==> config.mk <==
export PLATFORM = sky130hd
export DESIGN_NAME = char_lcd_nibble_sequencer_top_flat
export DESIGN_NICKNAME = d
export VERILOG_FILES = /design/src/lcdns_pkg.sv /design/src/lcdns_req_if.sv /design/src/lcdns_rsp_if.sv /design/src/lcdns_csr_if.sv /design/src/lcdns_csr.sv /design/src/lcdns_front.sv /design/src/lcdns_queue.sv /design/src/lcdns_back.sv /design/src/char_lcd_nibble_sequencer_top.sv /design/src/flat_wrapper.sv
export SDC_FILE = /design/constraint.sdc
export NUM_CORES = 1
export LEC_CHECK = 0
export ABC_AREA = 1
export BUFFER_PORTS_ARGS = -buffer_cell sky130_fd_sc_hd__buf_2
export CAP_MARGIN = 20
export CORE_ASPECT_RATIO = 0.5
export CORE_MARGIN = 4
export CORE_UTILIZATION = 41
export DETAILED_ROUTE_END_ITERATION = 7
export HOLD_SLACK_MARGIN = 0.08
export PLACE_DENSITY = 0.59
export SETUP_SLACK_MARGIN = 0.1
export SLEW_MARGIN = 0
export SYNTH_ARGS = -nofsm -noshare
export SYNTH_HDL_FRONTEND = slang
export SYNTH_SLANG_ARGS = --single-unit
==> constraint.sdc <==
create_clock -name clock -period 6.48 [get_ports clock]
set_clock_uncertainty 0.2 [all_clocks]
set_input_delay 0.972 -clock clock [delete_from_list [all_inputs] [get_ports clock]]
set_output_delay 0.972 -clock clock [all_outputs]
set_load 0.1 [all_outputs]
==> src/lcdns_pkg.sv <==
`default_nettype none

package lcdns_pkg;

   // attached displays; ids at or above this give an id error on a known call
   localparam int NUM_DISPLAYS = 2;
   localparam int NUM_CSR = 4;
   localparam int CSR_IDX_W = 2;
   localparam int HOLD_W = 17;

   // driver calls
   localparam logic [2:0] FUNC_INIT  = 3'd0;
   localparam logic [2:0] FUNC_CMD   = 3'd1;
   localparam logic [2:0] FUNC_DATA  = 3'd2;
   localparam logic [2:0] FUNC_CLEAR = 3'd3;
   localparam logic [2:0] FUNC_GOTO  = 3'd4;
   localparam logic [2:0] FUNC_SHIFT = 3'd5;

   // register indexes
   localparam logic [CSR_IDX_W-1:0] CSR_POWER_ON_WAIT     = 2'd0;
   localparam logic [CSR_IDX_W-1:0] CSR_ENABLE_PULSE_TIME = 2'd1;
   localparam logic [CSR_IDX_W-1:0] CSR_COMMAND_WAIT      = 2'd2;
   localparam logic [CSR_IDX_W-1:0] CSR_CLEAR_WAIT        = 2'd3;

   // status codes
   localparam logic [1:0] STATUS_OK      = 2'd0;
   localparam logic [1:0] STATUS_ID_ERR  = 2'd1;
   localparam logic [1:0] STATUS_POS_ERR = 2'd2;

   // controller commands
   localparam logic [7:0] CMD_FUNC_SET  = 8'h28;
   localparam logic [7:0] CMD_DISP_ON   = 8'h0C;
   localparam logic [7:0] CMD_CLEAR     = 8'h01;
   localparam logic [7:0] CMD_ENTRY_INC = 8'h06;
   localparam logic [7:0] CMD_SHIFT_L   = 8'h18;
   localparam logic [7:0] CMD_SHIFT_R   = 8'h1C;
   localparam logic [7:0] CMD_LINE_ONE  = 8'h80;
   localparam logic [7:0] CMD_LINE_TWO  = 8'hC0;
   localparam logic [7:0] COLUMNS       = 8'd16;

   // job kinds
   localparam logic [1:0] KIND_STATUS = 2'd0;
   localparam logic [1:0] KIND_BYTE   = 2'd1;
   localparam logic [1:0] KIND_INIT   = 2'd2;

   // settling wait after the last nibble of a byte
   localparam logic [1:0] TAIL_ZERO = 2'd0;
   localparam logic [1:0] TAIL_CMD  = 2'd1;
   localparam logic [1:0] TAIL_DBL  = 2'd2;
   localparam logic [1:0] TAIL_CLR  = 2'd3;

   typedef struct packed {
      logic [15:0] power_on_wait;
      logic [15:0] enable_pulse_time;
      logic [15:0] command_wait;
      logic [15:0] clear_wait;
   } timing_type;

   typedef struct packed {
      logic [2:0] sel;
      logic [1:0] kind;
      logic       rs;
      logic [7:0] byte_val;
      logic [1:0] tail;
      logic [1:0] status;
   } job_type;

   typedef struct packed {
      logic [2:0]        display_select;
      logic              pins_valid;
      logic              reg_select;
      logic              enable_level;
      logic [3:0]        data_nibble;
      logic [HOLD_W-1:0] hold_time;
      logic [1:0]        status;
      logic              last_frame;
   } frame_type;

endpackage

`default_nettype wire

==> src/lcdns_req_if.sv <==
`default_nettype none

interface lcdns_req_if;
   logic       valid;
   logic       ready;
   logic [2:0] func;
   logic [2:0] display_id;
   logic [7:0] byte_value;
   logic [1:0] line_number;
   logic [7:0] column;
   logic [1:0] shift_direction;

   modport source (
      output valid, func, display_id, byte_value, line_number, column, shift_direction,
      input  ready
   );
   modport sink (
      input  valid, func, display_id, byte_value, line_number, column, shift_direction,
      output ready
   );
endinterface

`default_nettype wire

==> src/lcdns_rsp_if.sv <==
`default_nettype none

interface lcdns_rsp_if;
   logic        valid;
   logic        ready;
   logic [2:0]  display_select;
   logic        pins_valid;
   logic        reg_select;
   logic        enable_level;
   logic [3:0]  data_nibble;
   logic [16:0] hold_time;
   logic [1:0]  status;
   logic        last_frame;

   modport source (
      output valid, display_select, pins_valid, reg_select, enable_level, data_nibble,
             hold_time, status, last_frame,
      input  ready
   );
   modport sink (
      input  valid, display_select, pins_valid, reg_select, enable_level, data_nibble,
             hold_time, status, last_frame,
      output ready
   );
endinterface

`default_nettype wire

==> src/lcdns_csr_if.sv <==
`default_nettype none

interface lcdns_csr_if;
   logic        valid;
   logic        ready;
   logic [1:0]  index;
   logic [15:0] data;

   modport source (output valid, index, data, input ready);
   modport sink (input valid, index, data, output ready);
endinterface

`default_nettype wire

==> src/lcdns_csr.sv <==
`default_nettype none

module lcdns_csr (
   input  logic                  clock,
   input  logic                  reset,
   lcdns_csr_if.sink             csr,
   output lcdns_pkg::timing_type timing
);
   import lcdns_pkg::*;

   timing_type timing_ff;

   assign csr.ready = 1'b1;
   assign timing = timing_ff;

   always_ff @(posedge clock) begin
      if (reset) begin
         timing_ff.power_on_wait     <= 16'd40000;
         timing_ff.enable_pulse_time <= 16'd1000;
         timing_ff.command_wait      <= 16'd50;
         timing_ff.clear_wait        <= 16'd2000;
      end else if (csr.valid) begin
         case (csr.index)
            CSR_POWER_ON_WAIT:     timing_ff.power_on_wait     <= csr.data;
            CSR_ENABLE_PULSE_TIME: timing_ff.enable_pulse_time <= csr.data;
            CSR_COMMAND_WAIT:      timing_ff.command_wait      <= csr.data;
            CSR_CLEAR_WAIT:        timing_ff.clear_wait        <= csr.data;
            default: ;
         endcase
      end
   end

endmodule

`default_nettype wire

==> src/lcdns_front.sv <==
`default_nettype none

module lcdns_front (
   lcdns_req_if.sink          req,
   input  logic               q_ready,
   output logic               q_push,
   output lcdns_pkg::job_type q_job
);
   import lcdns_pkg::*;

   logic id_bad;

   assign req.ready = q_ready;
   assign q_push    = req.valid && q_ready;
   assign id_bad    = ({1'b0, req.display_id} >= 4'(NUM_DISPLAYS));

   always_comb begin
      q_job          = '0;
      q_job.sel      = req.display_id;
      q_job.kind     = KIND_STATUS;
      q_job.status   = STATUS_OK;
      q_job.tail     = TAIL_CMD;
      if (!(req.func inside {[FUNC_INIT:FUNC_SHIFT]})) begin
         q_job.kind = KIND_STATUS;
      end else if (id_bad) begin
         q_job.status = STATUS_ID_ERR;
      end else begin
         case (req.func)
            FUNC_INIT: begin
               q_job.kind = KIND_INIT;
            end
            FUNC_CMD: begin
               q_job.kind     = KIND_BYTE;
               q_job.byte_val = req.byte_value;
            end
            FUNC_DATA: begin
               q_job.kind     = KIND_BYTE;
               q_job.rs       = 1'b1;
               q_job.byte_val = req.byte_value;
               q_job.tail     = TAIL_ZERO;
            end
            FUNC_CLEAR: begin
               q_job.kind     = KIND_BYTE;
               q_job.byte_val = CMD_CLEAR;
               q_job.tail     = TAIL_CLR;
            end
            FUNC_GOTO: begin
               if (req.column >= COLUMNS) begin
                  q_job.status = STATUS_POS_ERR;
               end else if (req.line_number == 2'd0) begin
                  q_job.kind     = KIND_BYTE;
                  q_job.byte_val = CMD_LINE_ONE | {4'd0, req.column[3:0]};
               end else if (req.line_number == 2'd1) begin
                  q_job.kind     = KIND_BYTE;
                  q_job.byte_val = CMD_LINE_TWO | {4'd0, req.column[3:0]};
               end
            end
            FUNC_SHIFT: begin
               if (req.shift_direction == 2'd0) begin
                  q_job.kind     = KIND_BYTE;
                  q_job.byte_val = CMD_SHIFT_L;
               end else if (req.shift_direction == 2'd1) begin
                  q_job.kind     = KIND_BYTE;
                  q_job.byte_val = CMD_SHIFT_R;
               end
            end
            default: ;
         endcase
      end
   end

endmodule

`default_nettype wire

==> src/lcdns_queue.sv <==
`default_nettype none

module lcdns_queue (
   input  logic               clock,
   input  logic               reset,
   input  logic               push,
   input  lcdns_pkg::job_type push_job,
   output logic               has_room,
   input  logic               pop,
   output logic               not_empty,
   output lcdns_pkg::job_type head_job
);
   import lcdns_pkg::*;

   job_type    slot_ff [2];
   logic       wr_ptr_ff;
   logic       rd_ptr_ff;
   logic [1:0] count_ff;

   assign has_room  = (count_ff != 2'd2);
   assign not_empty = (count_ff != 2'd0);
   assign head_job  = slot_ff[rd_ptr_ff];

   always_ff @(posedge clock) begin
      if (push) begin
         slot_ff[wr_ptr_ff] <= push_job;
      end
   end

   always_ff @(posedge clock) begin
      if (reset) begin
         wr_ptr_ff <= 1'b0;
         rd_ptr_ff <= 1'b0;
         count_ff  <= 2'd0;
      end else begin
         if (push) begin
            wr_ptr_ff <= ~wr_ptr_ff;
         end
         if (pop) begin
            rd_ptr_ff <= ~rd_ptr_ff;
         end
         if (push && !pop) begin
            count_ff <= count_ff + 2'd1;
         end else if (pop && !push) begin
            count_ff <= count_ff - 2'd1;
         end
      end
   end

endmodule

`default_nettype wire

==> src/lcdns_back.sv <==
`default_nettype none

module lcdns_back (
   input  logic                  clock,
   input  logic                  reset,
   input  lcdns_pkg::timing_type timing,
   input  logic                  job_valid,
   input  lcdns_pkg::job_type    job,
   output logic                  job_pop,
   lcdns_rsp_if.source           rsp
);
   import lcdns_pkg::*;

   localparam logic [1:0] PRE_POWER   = 2'd0;
   localparam logic [1:0] PRE_LEAD_HI = 2'd1;
   localparam logic [1:0] PRE_LEAD_LO = 2'd2;
   localparam logic [1:0] PRE_DONE    = 2'd3;

   logic       active_ff, active_in;
   job_type    cur_ff, cur_in;
   logic [1:0] pre_ff, pre_in;
   logic [1:0] step_ff, step_in;
   logic [1:0] bcnt_ff, bcnt_in;
   logic       out_vld_ff, out_vld_in;
   frame_type  out_ff, out_in;

   frame_type         frame;
   logic [7:0]        cur_byte;
   logic [1:0]        cur_tail;
   logic [HOLD_W-1:0] tail_hold;
   logic              advance;
   logic              job_done;

   // init byte run after the lead nibble
   function automatic logic [7:0] init_cmd(input logic [1:0] idx);
      case (idx)
         2'd0:    init_cmd = CMD_FUNC_SET;
         2'd1:    init_cmd = CMD_DISP_ON;
         2'd2:    init_cmd = CMD_CLEAR;
         default: init_cmd = CMD_ENTRY_INC;
      endcase
   endfunction

   function automatic logic [1:0] init_tail(input logic [1:0] idx);
      case (idx)
         2'd0, 2'd1: init_tail = TAIL_DBL;
         2'd2:       init_tail = TAIL_CLR;
         default:    init_tail = TAIL_CMD;
      endcase
   endfunction

   assign cur_byte = (cur_ff.kind == KIND_INIT) ? init_cmd(bcnt_ff) : cur_ff.byte_val;
   assign cur_tail = (cur_ff.kind == KIND_INIT) ? init_tail(bcnt_ff) : cur_ff.tail;

   always_comb begin
      case (cur_tail)
         TAIL_ZERO: tail_hold = '0;
         TAIL_CMD:  tail_hold = {1'b0, timing.command_wait};
         TAIL_DBL:  tail_hold = {timing.command_wait, 1'b0};
         TAIL_CLR:  tail_hold = {1'b0, timing.command_wait} + {1'b0, timing.clear_wait};
         default:   tail_hold = '0;
      endcase
   end

   always_comb begin
      frame                = '0;
      frame.display_select = cur_ff.sel;
      if (cur_ff.kind == KIND_STATUS) begin
         frame.status     = cur_ff.status;
         frame.last_frame = 1'b1;
      end else begin
         frame.pins_valid = 1'b1;
         frame.reg_select = cur_ff.rs;
         case (pre_ff)
            PRE_POWER: begin
               frame.hold_time = {1'b0, timing.power_on_wait};
            end
            PRE_LEAD_HI: begin
               frame.enable_level = 1'b1;
               frame.data_nibble  = CMD_FUNC_SET[7:4];
               frame.hold_time    = {1'b0, timing.enable_pulse_time};
            end
            PRE_LEAD_LO: begin
               frame.data_nibble = CMD_FUNC_SET[7:4];
            end
            default: begin
               frame.enable_level = !step_ff[0];
               frame.data_nibble  = step_ff[1] ? cur_byte[3:0] : cur_byte[7:4];
               if (!step_ff[0]) begin
                  frame.hold_time = {1'b0, timing.enable_pulse_time};
               end else if (step_ff[1]) begin
                  frame.hold_time = tail_hold;
               end
               frame.last_frame = (step_ff == 2'd3) &&
                                  ((cur_ff.kind != KIND_INIT) || (bcnt_ff == 2'd3));
            end
         endcase
      end
   end

   // output register loads from an active call whenever it is empty or being drained
   assign advance  = active_ff && (!out_vld_ff || rsp.ready);
   assign job_done = advance && frame.last_frame;
   assign job_pop  = job_valid && (!active_ff || job_done);

   always_comb begin
      active_in = active_ff;
      cur_in    = cur_ff;
      pre_in    = pre_ff;
      step_in   = step_ff;
      bcnt_in   = bcnt_ff;
      if (advance) begin
         if (pre_ff != PRE_DONE) begin
            pre_in = pre_ff + 2'd1;
         end else begin
            step_in = step_ff + 2'd1;
            if (step_ff == 2'd3) begin
               bcnt_in = bcnt_ff + 2'd1;
            end
         end
         if (job_done) begin
            active_in = 1'b0;
         end
      end
      if (job_pop) begin
         active_in = 1'b1;
         cur_in    = job;
         pre_in    = (job.kind == KIND_INIT) ? PRE_POWER : PRE_DONE;
         step_in   = 2'd0;
         bcnt_in   = 2'd0;
      end
      out_vld_in = advance ? 1'b1 : (out_vld_ff && !rsp.ready);
      out_in     = advance ? frame : out_ff;
   end

   always_ff @(posedge clock) begin
      if (reset) begin
         active_ff  <= 1'b0;
         pre_ff     <= PRE_DONE;
         step_ff    <= 2'd0;
         bcnt_ff    <= 2'd0;
         out_vld_ff <= 1'b0;
      end else begin
         active_ff  <= active_in;
         pre_ff     <= pre_in;
         step_ff    <= step_in;
         bcnt_ff    <= bcnt_in;
         out_vld_ff <= out_vld_in;
      end
   end

   always_ff @(posedge clock) begin
      cur_ff <= cur_in;
      out_ff <= out_in;
   end

   assign rsp.valid          = out_vld_ff;
   assign rsp.display_select = out_ff.display_select;
   assign rsp.pins_valid     = out_ff.pins_valid;
   assign rsp.reg_select     = out_ff.reg_select;
   assign rsp.enable_level   = out_ff.enable_level;
   assign rsp.data_nibble    = out_ff.data_nibble;
   assign rsp.hold_time      = out_ff.hold_time;
   assign rsp.status         = out_ff.status;
   assign rsp.last_frame     = out_ff.last_frame;

endmodule

`default_nettype wire

==> src/char_lcd_nibble_sequencer_top.sv <==
`default_nettype none

// Four-bit character LCD sequencer: each word on req_if is one driver call (init, command,
// data char, clear, goto, shift) and comes back on rsp_if as a run of pin frames, one frame
// per word, high nibble first with an enable-high and an enable-low frame per nibble, the
// last frame of a run flagged by last_frame. A command, character, clear, goto or shift
// gives 4 frames, init gives 19, and a bad display id, bad column, unknown line, unknown
// shift direction or unknown call gives a single status-only frame. The back-end sequencer
// emits one frame per cycle while rsp_if is ready; the next queued call is loaded with the
// last frame of the one before. A call taken by an idle block goes from the queue into the
// sequencer and then into the output register before its first frame is valid on rsp_if. A
// two-word queue between the call decoder and the sequencer lets new calls be taken while
// frames are still going out. Timing registers on csr_if (index 0 power-on wait, 1 enable
// pulse, 2 command wait, 3 clear wait, all in microseconds) are to be written only while the
// block is idle, then taking effect on the next call; the block itself does not enforce this.

module char_lcd_nibble_sequencer_top (
   input  logic      clock,
   input  logic      reset,
   lcdns_req_if.sink   req_if,
   lcdns_rsp_if.source rsp_if,
   lcdns_csr_if.sink   csr_if
);
   import lcdns_pkg::*;

   timing_type timing;     // live timing registers
   logic       q_ready;    // queue can take a decoded call
   logic       q_push;
   job_type    q_push_job; // decoded call
   logic       q_valid;
   logic       q_pop;
   job_type    q_head_job;

   // timing register file
   lcdns_csr u_csr (
      .clock  (clock),
      .reset  (reset),
      .csr    (csr_if),
      .timing (timing)
   );

   // call decoder: picks frame-run kind, command byte and settling wait
   lcdns_front u_front (
      .req     (req_if),
      .q_ready (q_ready),
      .q_push  (q_push),
      .q_job   (q_push_job)
   );

   // decoupling queue between decoder and sequencer
   lcdns_queue u_queue (
      .clock     (clock),
      .reset     (reset),
      .push      (q_push),
      .push_job  (q_push_job),
      .has_room  (q_ready),
      .pop       (q_pop),
      .not_empty (q_valid),
      .head_job  (q_head_job)
   );

   // frame sequencer with registered output
   lcdns_back u_back (
      .clock     (clock),
      .reset     (reset),
      .timing    (timing),
      .job_valid (q_valid),
      .job       (q_head_job),
      .job_pop   (q_pop),
      .rsp       (rsp_if)
   );

endmodule

`default_nettype wire

==> src/flat_wrapper.sv <==
// flat-port wrapper written by rule: the top's interface ports become plain ports
module char_lcd_nibble_sequencer_top_flat import lcdns_pkg::*;
  (clock, reset, req_if_valid, req_if_func, req_if_display_id, req_if_byte_value, req_if_line_number, req_if_column, req_if_shift_direction, req_if_ready, rsp_if_valid, rsp_if_display_select, rsp_if_pins_valid, rsp_if_reg_select, rsp_if_enable_level, rsp_if_data_nibble, rsp_if_hold_time, rsp_if_status, rsp_if_last_frame, rsp_if_ready, csr_if_valid, csr_if_index, csr_if_data, csr_if_ready);
  lcdns_req_if req_if_i ();
  lcdns_rsp_if rsp_if_i ();
  lcdns_csr_if csr_if_i ();
  input  logic clock;
  input  logic reset;
  input wire logic [$bits(req_if_i.valid)-1:0] req_if_valid;
  input wire logic [$bits(req_if_i.func)-1:0] req_if_func;
  input wire logic [$bits(req_if_i.display_id)-1:0] req_if_display_id;
  input wire logic [$bits(req_if_i.byte_value)-1:0] req_if_byte_value;
  input wire logic [$bits(req_if_i.line_number)-1:0] req_if_line_number;
  input wire logic [$bits(req_if_i.column)-1:0] req_if_column;
  input wire logic [$bits(req_if_i.shift_direction)-1:0] req_if_shift_direction;
  output wire logic [$bits(req_if_i.ready)-1:0] req_if_ready;
  output wire logic [$bits(rsp_if_i.valid)-1:0] rsp_if_valid;
  output wire logic [$bits(rsp_if_i.display_select)-1:0] rsp_if_display_select;
  output wire logic [$bits(rsp_if_i.pins_valid)-1:0] rsp_if_pins_valid;
  output wire logic [$bits(rsp_if_i.reg_select)-1:0] rsp_if_reg_select;
  output wire logic [$bits(rsp_if_i.enable_level)-1:0] rsp_if_enable_level;
  output wire logic [$bits(rsp_if_i.data_nibble)-1:0] rsp_if_data_nibble;
  output wire logic [$bits(rsp_if_i.hold_time)-1:0] rsp_if_hold_time;
  output wire logic [$bits(rsp_if_i.status)-1:0] rsp_if_status;
  output wire logic [$bits(rsp_if_i.last_frame)-1:0] rsp_if_last_frame;
  input wire logic [$bits(rsp_if_i.ready)-1:0] rsp_if_ready;
  input wire logic [$bits(csr_if_i.valid)-1:0] csr_if_valid;
  input wire logic [$bits(csr_if_i.index)-1:0] csr_if_index;
  input wire logic [$bits(csr_if_i.data)-1:0] csr_if_data;
  output wire logic [$bits(csr_if_i.ready)-1:0] csr_if_ready;
  assign req_if_i.valid = req_if_valid;
  assign req_if_i.func = req_if_func;
  assign req_if_i.display_id = req_if_display_id;
  assign req_if_i.byte_value = req_if_byte_value;
  assign req_if_i.line_number = req_if_line_number;
  assign req_if_i.column = req_if_column;
  assign req_if_i.shift_direction = req_if_shift_direction;
  assign req_if_ready = req_if_i.ready;
  assign rsp_if_valid = rsp_if_i.valid;
  assign rsp_if_display_select = rsp_if_i.display_select;
  assign rsp_if_pins_valid = rsp_if_i.pins_valid;
  assign rsp_if_reg_select = rsp_if_i.reg_select;
  assign rsp_if_enable_level = rsp_if_i.enable_level;
  assign rsp_if_data_nibble = rsp_if_i.data_nibble;
  assign rsp_if_hold_time = rsp_if_i.hold_time;
  assign rsp_if_status = rsp_if_i.status;
  assign rsp_if_last_frame = rsp_if_i.last_frame;
  assign rsp_if_i.ready = rsp_if_ready;
  assign csr_if_i.valid = csr_if_valid;
  assign csr_if_i.index = csr_if_index;
  assign csr_if_i.data = csr_if_data;
  assign csr_if_ready = csr_if_i.ready;
  char_lcd_nibble_sequencer_top u_core (.clock(clock), .reset(reset), .req_if(req_if_i), .rsp_if(rsp_if_i), .csr_if(csr_if_i));
endmodule
==> results.toml <==
[synth]
synth_sequential_area_ratio_pct = 51.0
synth.lib_cells_used.distinct = 40
netlist_instances = 967
avgSynthCellArea_sq_um = 8.24
ys.warnings.count = 0
syn-cell-area_sq_um = 7970
syn-num-nets = 1044
synth.ff_latch_count = 161

[final_layout]
num-fill-cells = 1804
final_nets = 1114
post_route_cells_drive_above_1_share_pct = 13.7
post-route-cell-area_sq_um = 9150
finish.cell_count_without_fillers = 1309
layout-area-overhead-vs-synth_pct = 14.8
final_core_density_pct = 48.8
antenna_cells_inserted = 0

[route]
drc_errors = 0
route.vias.total = 6510
wl_per_cell_um = 14.7
postRouteWirelength_um = 19300
drt-pass1-iter-count = 5
detailedRoute.firstIterationViolations = 439
routed_via_density = 4.97
final_antenna_net_count = 0

[placement]
dp_hpwl_um = 13800
placed_cells = 1277
post_dp_cell_area_sq_um = 8560
port-buffer-count = 80
place_congestion = 0.860

[worst_setup_path]
slowest_stage = "clkinv_1"
worst_r2r_startpoint = "u_core.u_back.pre_ff[0]"
r2r_setup_slack_ps = 3530
cpLargestDelayFamily = "buffers and inverters"
category_of_the_critical_setup_timing_path = "reg2reg"
critical_path.max_fanout = 21
ordered_list_of_cells_on_the_worst_path = "ha_1 > clkinv_1 > nor2_1 > inv_1 > a311oi_1"
worst_reg2reg_path_length_in_cells = 5
critical_path_buf_inv_count = 2
arrival_ps = 3000
end_kind = "flop"
critical-path-max-stage-delay_ps = 740
critical_path.startpoint_type = "flop"
critPathRequiredTime_ps = 6530
r2r-end = "u_core.u_back.rsp.data_nibble[0]"

[clock_tree]
tritoncts = "yes"
cts.sink_count = 161
total_number_of_h_tree_levels = 4
cts_repair_resize_count = 0
post-cts-setup-buffer-count = 0
clk_pin_slew_ps = 70
maximum_number_of_buffers_from_clock_root_to_sink = 2
cts_hold_buffers = 0
cts.root.buffer_cell = "clkbuf_16"
cts_inserted_buffers = 17
clkLatencyLatePin_ps = 420

[grt]
first_global_vias = 6155
grt_pass1_wl_um = 31000
grt_antenna_before_repair = 0
global_route.usage.total_pct = 17.8
overall_overflow_remaining_after_global_route = 0
maximum_number_of_pins_on_one_net_before_global_route_repair = 71

[floorplanning]
die-width_um = 205
ios = 82
placementRows = 35
floorplan.core_area_sq_um = 18700
floorplan.die_area_sq_um = 21900
initial_utilization_pct = 42.5
fp.dieH_um = 107

[power]
p_seq_share_pct = 35.1
power_density_nw_per_um2 = 462
cell_internal_pwr_mw = 2.28
pwr-share-clk_pct = 23.3
leakagePower_nw = 4.04
peakVddDrop_v = 0.000167
sw_frac_of_total_pct = 46.2
netSwitchingPower_mw = 1.95
power.combinational.fraction_pct = 41.6

[timing]
min_period_over_period_pct = 45.6
max_clock_freq_mhz = 339
totalNegativeSetupSlack_ps = 0
report.final.setup_viol = 0
slew-limit-headroom_pct = 44.6
rsz_0062_raised_after_global_routing = "false"
finalHoldViolations = 0
final.min_clock_period_ps = 2950
final_max_slew_viol_count = 0
worst_pin_slew_ps = 828

[outcome]
outcome = "finished clean"

[worst_hold_path]
worst_hold_path_type = "reg2reg"
hold_start = "u_core.u_back.cur_ff[15]"
hold_path_depth = 0
holdPathEnd = "u_core.u_back.rsp.display_select[0]"

[flow_run]
timing.max_cap.violations = 0
==> per-layer routing <==
metal	track usage [%]	share of wire, %	wire, um	vias to the layer above
met5	0	0	0	-
met3	3.48	5.0	961	24
met1	24.3	48	9220	2992
met4	5.35	1.4	275	0
li1	-	-	-	3341
met2	28.9	46	8820	153
==> layout make-up <==
type                            instances  area (sq um)  share of cell area, %
Sequential cell                       161          4060                   44.4
Multi-Input combinational cell        630          3200                   34.9
Clock inverter                         15           163                   1.78
Tap cell                              259           324                   3.54
Clock buffer                           17           425                   4.65
Timing Repair Buffer                   85           438                   4.79
Inverter                              142           541                   5.91
==> how the worst max path moves through the flow <==
stage	startpoint	to	depth (start not counted)
after floorplan	rsp_if_ready	u_core.u_queue.count_ff[1]	12
after global placement	csr_if_valid	u_core.u_csr.timing[1]	6
after detailed placement	csr_if_valid	u_core.u_csr.timing[1]	6
after CTS	u_core.u_back.pre_ff[0]	u_core.u_back.rsp.data_nibble[3]	5
after global routing	u_core.u_back.pre_ff[0]	u_core.u_back.rsp.data_nibble[3]	5
final	u_core.u_back.pre_ff[0]	u_core.u_back.rsp.data_nibble[0]	5
==> state kept, by name, indices dropped and copies added, names as in the netlist, named ones only <==
name	cells
u_core.u_csr.timing	64
u_core.u_queue.slot_ff	36
u_core.u_back.cur_ff	18
u_core.u_back.rsp.hold_time	17
u_core.u_back.rsp.data_nibble	4
u_core.u_back.rsp.display_select	3
u_core.u_back.bcnt_ff	2
u_core.u_back.pre_ff	2
u_core.u_back.rsp.status	2
u_core.u_back.step_ff	2
u_core.u_queue.count_ff	2
u_core.u_back.active_ff	1
u_core.u_back.rsp.enable_level	1
u_core.u_back.rsp.last_frame	1
u_core.u_back.rsp.pins_valid	1
u_core.u_back.rsp.reg_select	1
u_core.u_back.rsp.valid	1
u_core.u_queue.rd_ptr_ff	1
u_core.u_queue.wr_ptr_ff	1
==> placed cells by master (no fill, tap or decap), types with 2 or more instances in the layout <==
master     Yosys  routed
buf_2          4      80
inv_4          3       3
clkinv_1       4       4
inv_6          0       2
clkbuf_16      0      17
clkinv_8       0       2
edfxtp_1      84      84
o22ai_1       22      22
buf_4          1       5
nand3b_1       2       2
nand3_1       38      38
nand2_1      245     245
nand2_2        2       2
o211ai_1      15      15
o221ai_1       3       3
nor2_1        67      67
nand2_4        6       6
clkinv_4       0       3
ha_1          27      27
a21oi_1       88      88
inv_1        132     132
or2_2          3       3
a21oi_2        7       7
xor2_1         4       4
inv_8          0       7
a311oi_1       2       2
dfxtp_1       77      77
o21ai_0       77      77
nor3_1        11      11
inv_2          3       3
==> metrics by stage <==
step                      hold slack, ps  setup WS, ps  total power, mW
after global routing                 238          3360             4.47
after global placement               203          3370             3.25
after detailed placement             207          3350             3.27
after floorplan                      200          3350             2.91
final                                221          3530             4.23
after CTS                            223          3570             4.26
==> worst reg2reg max path, cell delays in order, from the launching register on <==
cell and delay (ps):
dfxtp_1 380, ha_1 690, clkinv_1 740, nor2_1 410
inv_1 120, a311oi_1 240
==> cell usage after synthesis, drive strengths merged <==
master / instances / area, sq um
ha: 27 / 338
a221oi: 1 / 8.76
nor2: 67 / 251
dfxtp: 77 / 1540
nand3: 38 / 190
or2: 3 / 18.8
nand3b: 2 / 15.0
edfxtp: 84 / 2520
buf: 9 / 65.1
o31ai: 1 / 7.51
fa: 1 / 20.0
clkbuf: 25 / 104
a211oi: 1 / 7.51
conb: 1 / 3.75
o211ai: 15 / 113
a221o: 1 / 10.0
o221ai: 3 / 26.3
nand4: 1 / 6.26
o21ai: 79 / 410
inv: 138 / 526
xor2: 4 / 35.0
a21oi: 96 / 518
o22ai: 22 / 138
and3: 1 / 6.26
clkinv: 4 / 15.0
a311oi: 2 / 17.5
nand2: 253 / 1000
nor3: 11 / 55.1
==> power groups by stage <==
stage | Clock (mW) | Sequential [mW] | Combinational, mW
final | 0.985 | 1.48 | 1.76
after floorplan | 0 | 2.02 | 0.886
after global placement | 0 | 1.50 | 1.75
after CTS | 1.01 | 1.49 | 1.77
after detailed placement | 0 | 1.51 | 1.76
after global routing | 1.05 | 1.51 | 1.91
==> cell families after synthesis <==
logic type / share of synthesized area, %
AOI/OAI and AO/OA: 15.8
buffers and inverters: 8.90
DFF: 51.0
adders and majority gates: 4.49
xor gates and xnor gates: 0.440
other: 0.0471
and+or+nand+nor: 19.4
Note: power is estimated with default switching activity, not from simulation.
